**src/hw/rtl/simplified_aes_block_cipher_assert.svh**
```systemverilog
// Assertion macros used by the S-AES top level.
`ifndef SIMPLIFIED_AES_BLOCK_CIPHER_ASSERT_SVH
`define SIMPLIFIED_AES_BLOCK_CIPHER_ASSERT_SVH

// Same-cycle implication, checked outside reset.
`define SAES_ASSERT_SAME(lbl, pre, post, msg) \
	lbl: assert property (@(posedge clk) disable iff (!arst_n) (pre) |-> (post)) \
		else $error(msg);

// Next-cycle implication, checked outside reset.
`define SAES_ASSERT_NEXT(lbl, pre, post, msg) \
	lbl: assert property (@(posedge clk) disable iff (!arst_n) (pre) |=> (post)) \
		else $error(msg);

`endif

```
**src/hw/rtl/saes_pkg.sv**
```systemverilog
// Types, tables and nibble functions for the S-AES block cipher.
`default_nettype none

package saes_pkg;

	typedef enum logic {
		CMD_ENC = 1'b0,
		CMD_DEC = 1'b1
	} cmd_t;

	typedef struct packed {
		logic [15:0] k0;
		logic [15:0] k1;
		logic [15:0] k2;
	} round_keys_t;

	localparam logic [7:0] RCON1 = 8'h80;
	localparam logic [7:0] RCON2 = 8'h30;

	localparam logic [3:0] SBOX [16] = '{
		4'h9, 4'h4, 4'hA, 4'hB, 4'hD, 4'h1, 4'h8, 4'h5,
		4'h6, 4'h2, 4'h0, 4'h3, 4'hC, 4'hE, 4'hF, 4'h7
	};
	localparam logic [3:0] INV_SBOX [16] = '{
		4'hA, 4'h5, 4'h9, 4'hB, 4'h1, 4'h7, 4'h8, 4'hF,
		4'h6, 4'h0, 4'h2, 4'h3, 4'hC, 4'h4, 4'hD, 4'hE
	};

	// multiply by x in GF(16), poly x^4+x+1
	function automatic logic [3:0] gf_x(input logic [3:0] a);
		gf_x = {a[2:0], 1'b0} ^ (a[3] ? 4'h3 : 4'h0);
	endfunction

	function automatic logic [3:0] gf_mul2(input logic [3:0] a);
		gf_mul2 = gf_x(a);
	endfunction

	function automatic logic [3:0] gf_mul4(input logic [3:0] a);
		gf_mul4 = gf_x(gf_x(a));
	endfunction

	function automatic logic [3:0] gf_mul9(input logic [3:0] a);
		gf_mul9 = gf_x(gf_x(gf_x(a))) ^ a;
	endfunction

	function automatic logic [15:0] sub_word(input logic [15:0] w);
		sub_word = {SBOX[w[15:12]], SBOX[w[11:8]], SBOX[w[7:4]], SBOX[w[3:0]]};
	endfunction

	function automatic logic [15:0] inv_sub_word(input logic [15:0] w);
		inv_sub_word = {INV_SBOX[w[15:12]], INV_SBOX[w[11:8]],
			INV_SBOX[w[7:4]], INV_SBOX[w[3:0]]};
	endfunction

	// swap nibbles 1 and 3
	function automatic logic [15:0] shift_rows(input logic [15:0] w);
		shift_rows = {w[15:12], w[3:0], w[7:4], w[11:8]};
	endfunction

	// matrix [1 4; 4 1] per column
	function automatic logic [15:0] mix_cols(input logic [15:0] w);
		mix_cols = {
			w[15:12] ^ gf_mul4(w[11:8]),
			gf_mul4(w[15:12]) ^ w[11:8],
			w[7:4] ^ gf_mul4(w[3:0]),
			gf_mul4(w[7:4]) ^ w[3:0]
		};
	endfunction

	// matrix [9 2; 2 9] per column
	function automatic logic [15:0] inv_mix_cols(input logic [15:0] w);
		inv_mix_cols = {
			gf_mul9(w[15:12]) ^ gf_mul2(w[11:8]),
			gf_mul2(w[15:12]) ^ gf_mul9(w[11:8]),
			gf_mul9(w[7:4]) ^ gf_mul2(w[3:0]),
			gf_mul2(w[7:4]) ^ gf_mul9(w[3:0])
		};
	endfunction

	// rotate nibbles, substitute, add round constant
	function automatic logic [7:0] key_g(input logic [7:0] w, input logic [7:0] rcon);
		key_g = {SBOX[w[3:0]], SBOX[w[7:4]]} ^ rcon;
	endfunction

	function automatic round_keys_t expand_key(input logic [15:0] key);
		logic [7:0] w2;
		logic [7:0] w3;
		logic [7:0] w4;
		logic [7:0] w5;
		w2 = key[15:8] ^ key_g(key[7:0], RCON1);
		w3 = w2 ^ key[7:0];
		w4 = w2 ^ key_g(w3, RCON2);
		w5 = w4 ^ w3;
		expand_key.k0 = key;
		expand_key.k1 = {w2, w3};
		expand_key.k2 = {w4, w5};
	endfunction

endpackage

`default_nettype wire

```
**src/hw/rtl/simplified_aes_block_cipher.sv**
```systemverilog
// Top level of the Simplified AES block cipher: handshakes, pipeline, key register.
//
//  Channel | Direction | Handshake           | Payload
//  --------+-----------+---------------------+------------------------------
//  input   | in        | in_valid / in_ready | cmd, data_block
//  output  | out       | out_valid/out_ready | result_block
//  config  | in        | cfg_valid/cfg_ready | cipher_key
//
// One item per cycle sustained while out_ready stays high; the input register takes
// the item at the accept edge, then the cipher logic feeds the result register.
// arst_n clears both stage valid flags and loads the round keys of a zero key.
// A stalled output holds the result; the input register still takes one more
// item, and in_ready falls only when both stages are full and out_ready is low.
// Config writes are always taken; the round keys are expanded at the write.
`default_nettype none
`include "simplified_aes_block_cipher_assert.svh"

module simplified_aes_block_cipher (
	input  wire logic        clk,
	input  wire logic        arst_n,
	// input items
	input  wire logic        in_valid,
	output logic             in_ready,
	input  wire logic        cmd,
	input  wire logic [15:0] data_block,
	// result items
	output logic             out_valid,
	input  wire logic        out_ready,
	output logic [15:0]      result_block,
	// key register write
	input  wire logic        cfg_valid,
	output logic             cfg_ready,
	input  wire logic [15:0] cipher_key
);

	saes_pkg::round_keys_t rk;

	logic        valid_s1;
	logic        cmd_s1;
	logic [15:0] blk_s1;
	logic        valid_s2;
	logic [15:0] result_s2;
	logic        adv_s1;
	logic [15:0] core_result;

	// key register, expanded on write
	assign cfg_ready = 1'b1;

	saes_key_exp u_key_exp (
		.clk    (clk),
		.arst_n (arst_n),
		.wr_en  (cfg_valid && cfg_ready),
		.key    (cipher_key),
		.rk     (rk)
	);

	// stage 1 moves on when the result register is free or being drained
	assign adv_s1   = !valid_s2 || out_ready;
	assign in_ready = !valid_s1 || adv_s1;

	always_ff @(posedge clk or negedge arst_n) begin
		if (!arst_n) begin
			valid_s1 <= 1'b0;
		end else if (in_ready) begin
			valid_s1 <= in_valid;
		end
	end

	always_ff @(posedge clk) begin
		if (in_valid && in_ready) begin
			cmd_s1 <= cmd;
			blk_s1 <= data_block;
		end
	end

	// all cipher work between the input register and the result register
	saes_core u_core (
		.cmd    (cmd_s1),
		.blk    (blk_s1),
		.rk     (rk),
		.result (core_result)
	);

	always_ff @(posedge clk or negedge arst_n) begin
		if (!arst_n) begin
			valid_s2 <= 1'b0;
		end else if (adv_s1) begin
			valid_s2 <= valid_s1;
		end
	end

	always_ff @(posedge clk) begin
		if (adv_s1 && valid_s1) begin
			result_s2 <= core_result;
		end
	end

	assign out_valid    = valid_s2;
	assign result_block = result_s2;

	// checks
	`SAES_ASSERT_SAME(a_ready_only_full_stall, !in_ready, valid_s1 && valid_s2 && !out_ready, "in_ready low without a full stalled pipeline")
	`SAES_ASSERT_NEXT(a_s1_reaches_out, valid_s1 && adv_s1, out_valid, "item in stage 1 did not reach the output")
	`SAES_ASSERT_NEXT(a_key_loaded, cfg_valid && cfg_ready, rk.k0 == $past(cipher_key), "round key 0 does not match written key")
	`SAES_ASSERT_NEXT(a_stall_keeps_s1, valid_s1 && !adv_s1, valid_s1 && $stable(blk_s1), "stage 1 item lost during stall")

endmodule

`default_nettype wire

```
**src/hw/rtl/saes_key_exp.sv**
```systemverilog
// Key register: expands the cipher key into round keys on each write.
`default_nettype none

module saes_key_exp (
	input  wire logic               clk,
	input  wire logic               arst_n,
	input  wire logic               wr_en,
	input  wire logic [15:0]        key,
	output saes_pkg::round_keys_t   rk
);

	saes_pkg::round_keys_t rk_q;

	always_ff @(posedge clk or negedge arst_n) begin
		if (!arst_n) begin
			rk_q <= saes_pkg::expand_key(16'h0000);
		end else if (wr_en) begin
			rk_q <= saes_pkg::expand_key(key);
		end
	end

	assign rk = rk_q;

endmodule

`default_nettype wire

```
**src/hw/rtl/saes_core.sv**
```systemverilog
// Combinational S-AES encrypt/decrypt datapath for one block.
`default_nettype none

module saes_core (
	input  wire logic                  cmd,
	input  wire logic [15:0]           blk,
	input  wire saes_pkg::round_keys_t rk,
	output logic [15:0]                result
);

	logic [15:0] enc_r1;
	logic [15:0] enc_out;
	logic [15:0] dec_r1;
	logic [15:0] dec_out;

	// encrypt: full round then final round
	assign enc_r1  = saes_pkg::mix_cols(saes_pkg::shift_rows(saes_pkg::sub_word(blk ^ rk.k0)))
		^ rk.k1;
	assign enc_out = saes_pkg::shift_rows(saes_pkg::sub_word(enc_r1)) ^ rk.k2;

	// decrypt: inverse steps in reverse order
	assign dec_r1  = saes_pkg::inv_sub_word(saes_pkg::shift_rows(blk ^ rk.k2)) ^ rk.k1;
	assign dec_out = saes_pkg::inv_sub_word(saes_pkg::shift_rows(saes_pkg::inv_mix_cols(dec_r1)))
		^ rk.k0;

	assign result = (cmd == saes_pkg::CMD_DEC) ? dec_out : enc_out;

endmodule

`default_nettype wire
```
**config.mk**
```make
export PLATFORM = sky130hd
export DESIGN_NAME = simplified_aes_block_cipher
export DESIGN_NICKNAME = d
export VERILOG_FILES = /design/src/hw/rtl/saes_pkg.sv /design/src/hw/rtl/simplified_aes_block_cipher.sv /design/src/hw/rtl/saes_key_exp.sv /design/src/hw/rtl/saes_core.sv
export VERILOG_INCLUDE_DIRS = /design/src /design/src/hw/rtl
export SDC_FILE = /design/constraint.sdc
export NUM_CORES = 1
export LEC_CHECK = 0
export ABC_AREA = 1
export BUFFER_PORTS_ARGS = -buffer_cell sky130_fd_sc_hd__buf_2
export CELL_PAD_IN_SITES_DETAIL_PLACEMENT = 1
export CELL_PAD_IN_SITES_GLOBAL_PLACEMENT = 1
export CORE_UTILIZATION = 40
export CTS_CLUSTER_SIZE = 12
export DETAILED_ROUTE_END_ITERATION = 8
export GPL_ROUTABILITY_DRIVEN = 0
export HOLD_SLACK_MARGIN = 0.1
export PLACE_DENSITY = 0.79
export SYNTH_ARGS = -nofsm -noshare
export SYNTH_HDL_FRONTEND = slang
export SYNTH_HIERARCHICAL = 1
export SYNTH_SLANG_ARGS = --single-unit
export TNS_END_PERCENT = 1
```
**constraint.sdc**
```tcl
create_clock -name clk -period 5.1 [get_ports clk]
set_input_delay 1.53 -clock clk [delete_from_list [all_inputs] [get_ports clk]]
set_output_delay 1.53 -clock clk [all_outputs]
set_load 0.05 [all_outputs]
```
==> impl_metrics.toml <==
[run_status]
status = "completed"

[clock_tree]
clk_pin_slew_ps = 80
cts.sink_count = 83
cts_setup_buffers = 0
tritoncts = "built"
cts_resized = 0
cts_buffers = 9
cts_buffer_depth = 2
insertion_delay_ps = 360
cts-hold-fix-buffers = 0
cts-root-buf = "clkbuf_16"
cts_max_level = 3

[setup_path]
critPathKind = "flop to flop"
crit_arrival_ps = 3890
slowest_stage = "xor2_1"
worst-path-stages = 16
critPathTopFamily = "XOR/XNOR gates"
timing.critical_path.buf_inv = 3
end_kind = "flop"
critPathLaunchType = "flop"
cpPeakStageDelay_ps = 580
crit_path_cell_trace = "xor2_1 > inv_1 > ha_1 > or2_0 > o21ai_2 > nand2_1 > nand2_2 > xor2_1 > inv_1 > ha_1 > inv_1 > nand3_1 > nand3_1 > nand3_1 > nand3_1 > nand2_1"
critPathRequiredTime_ps = 5190
crit_fanout = 6
cp_common_cell = "nand3_1"
r2r_cells = 16

[logic_synthesis]
netlist_instances = 1591
synthAdderAreaFrac_pct = 15.6
synth_edf_count = 33
syn-cell-area_um2 = 10100
synth_top_family_by_area = "simple AND/OR/NAND/NOR gates"
synth-compound-area-share_pct = 4.46
synth_nets = 1755
synth-xor-area-share_pct = 4.01
synthArstFlopShare_pct = 60.2
synth.distinct_cells = 42
ys_seq_area_share_pct = 22.3
synth-main-ff-cell = "dfrtp_1"
yosys_warnings = 6
synthMuxAreaShare_pct = 0
synth_seq_cells = 83
yosys.area_share.simple_pct = 45.5
syn_avg_cell_area_um2 = 6.37

[pwr]
p_int_uw = 2310
ir_drop_v = 0.000194
total_power_uw = 5140
powerDensity_nw_per_um2 = 467
power.leakage_uw = 0.00609
p_sw_uw = 2830
p_sw_share_pct = 55.1
pwr-share-seq_pct = 19.5
comb_power_share_pct = 67.3
pwr-share-clk_pct = 13.2

[flow_run]
maxCapViolCount = 0

[placement]
port_buffers = 55
dpl.hpwl_um = 26000
placed_area_um2 = 10700

[finish]
drive_gt1_share_pct = 10.8
nNetsFinal = 1801
area_delta_synth_final_pct = 8.62
fin_util_pct = 44.7
multi_input_area_um2 = 7050
nFillCells = 3408
ff_latch_area_um2 = 2260
stdcell_area_um2 = 11000
n_antenna_cell = 0

[worst_hold_path]
min-delay-path-class = "flop to flop"
min_path_cells = 2

[die]
die_area_um2 = 26000
initial_utilization_pct = 41.2
core-area_um2 = 24600
fp-row-count = 57
io_pins = 57
die_w_um = 161
fp.dieH_um = 161

[route]
wl_per_cell_um = 16.2
via_count = 10200
firstDrtPassIters = 7
drt_iter0_drc = 522
drc = 0
viasPerCell = 5.21
wl_um = 31900
ant_nets = 0

[grt]
grt_pass1_wl_um = 52200
overflow = 0
grtUsageTotal_pct = 25.2
antenna_found_initial = 0
first_global_vias = 10300
grt_max_degree = 70

[sta]
skew_ps = 19.8
slew_headroom_pct = 26.5
finalCritPeriodShare_pct = 74.4
worst_pin_slew_ps = 1100
rsz0062_at_grt = "false"
finalSetupViolCount = 0
period_needed_ps = 3790
hold_ws_ps = 511
tns_ps = 0
hold_viol_final = 0
slew_violations = 0
max_clock_freq_ghz = 0.264
## tightest hold or removal path: cells and delay by family, from the launching register on
family,cells,cell delay [ps]
buf+inv,1,70
flops,1,360
simple gates,1,60
## logic make-up after synthesis
kind of cell | Yosys count
simple gates | 1052
xor+xnor | 37
fa+ha+maj | 126
buf+inv | 211
flops | 83
compound gates | 81
other cells | 1
## cell usage after synthesis, drive strengths merged, types with 4 or more instances
| library cell | number | area (µm²) |
|---|---|---|
| o21a | 4 | 30.0 |
| edfxtp | 33 | 991 |
| or2 | 20 | 128 |
| nand3 | 268 | 1390 |
| clkbuf | 8 | 30.0 |
| xor2 | 24 | 263 |
| xnor2 | 13 | 144 |
| inv | 189 | 709 |
| buf | 14 | 90.1 |
| nand4 | 17 | 106 |
| nand2 | 688 | 2710 |
| o21ai | 60 | 308 |
| o211ai | 9 | 67.6 |
| a21oi | 5 | 25.0 |
| nand3b | 12 | 90.1 |
| dfrtp | 39 | 976 |
| ha | 126 | 1580 |
| dfstp | 11 | 289 |
| nor2 | 46 | 183 |
## registers in the layout (all words and copies together), names as in the netlist
signal / flops
cmd_s1: 1
u_key_exp/rk: 48
valid_s1: 1
out_valid: 1
result_block: 16
blk_s1: 16
## stage by stage
stage | setup WS (ps) | cells
after floorplan | 1680 | 1591
after global placement | 1260 | 1950
after detailed placement | 1050 | 1950
after CTS | 1270 | 1966
after global routing | 895 | 1966
final | 1310 | 1966
## metal layers
metal	part of all wire (%)	up-vias	GRT usage, %
li1	-	5135	-
met1	49	4930	34.7
met2	46	150	42.1
met3	3.3	29	3.18
met4	1.6	0	5.23
met5	0	-	0
## worst paths after layout
path | end | start | slack, ps
worst min-delay path | out_valid$_DFFE_PN0P_ | valid_s1$_DFFE_PN0P_ | 510
worst max register to register | result_block[8]$_DFFE_PP_ | blk_s1[4]$_DFFE_PP_ | 1310
min in group asynchronous | out_valid$_DFFE_PN0P_ | arst_n | 1190
worst max-delay path | result_block[8]$_DFFE_PP_ | blk_s1[4]$_DFFE_PP_ | 1310
worst min register to register | out_valid$_DFFE_PN0P_ | valid_s1$_DFFE_PN0P_ | 510
max in group asynchronous | u_key_exp/rk[4]$_DFFE_PN1P_ | arst_n | 3070
## layout by cell type (no fill, tap or decap), types with 2 or more instances in the layout
cell type  count
nand4_1       17
edfxtp_1      33
xnor2_1        9
o21a_1         4
nor2_1        44
nand2_4        2
o21ai_1       11
xnor2_2        4
nand3b_1      12
or2_1          9
o21ai_0       47
clkbuf_16      9
dfstp_2       11
ha_1         126
nand3_2        9
o21ai_2        2
nand3_1      259
xor2_1        20
buf_2         55
xor2_2         2
inv_2         18
or2_0          2
or2_2          8
o211ai_1       9
inv_1        171
dfrtp_1       39
a21oi_1        4
buf_4          2
xor2_4         2
nand2_1      641
nand2_2       45
## power groups by stage
stage | clock [µW] | sequential (µW) | combinational [µW]
global placement | 0 | 1010 | 3270
CTS | 693 | 1000 | 3460
floorplan | 0 | 1100 | 2460
detailed placement | 0 | 1010 | 3430
finish | 678 | 1000 | 3460
global route | 716 | 1020 | 3960
## final cells by class
class / instances / share of cell area (%)
clock buffers: 10 / 2.08
clock inverters: 6 / 0.591
well taps: 324 / 3.68
inverters: 189 / 6.45
repair buffers: 57 / 2.64
multi-input cells: 1297 / 64.1
flip-flops and latches: 83 / 20.5
(Power assumes the default switching activity.)
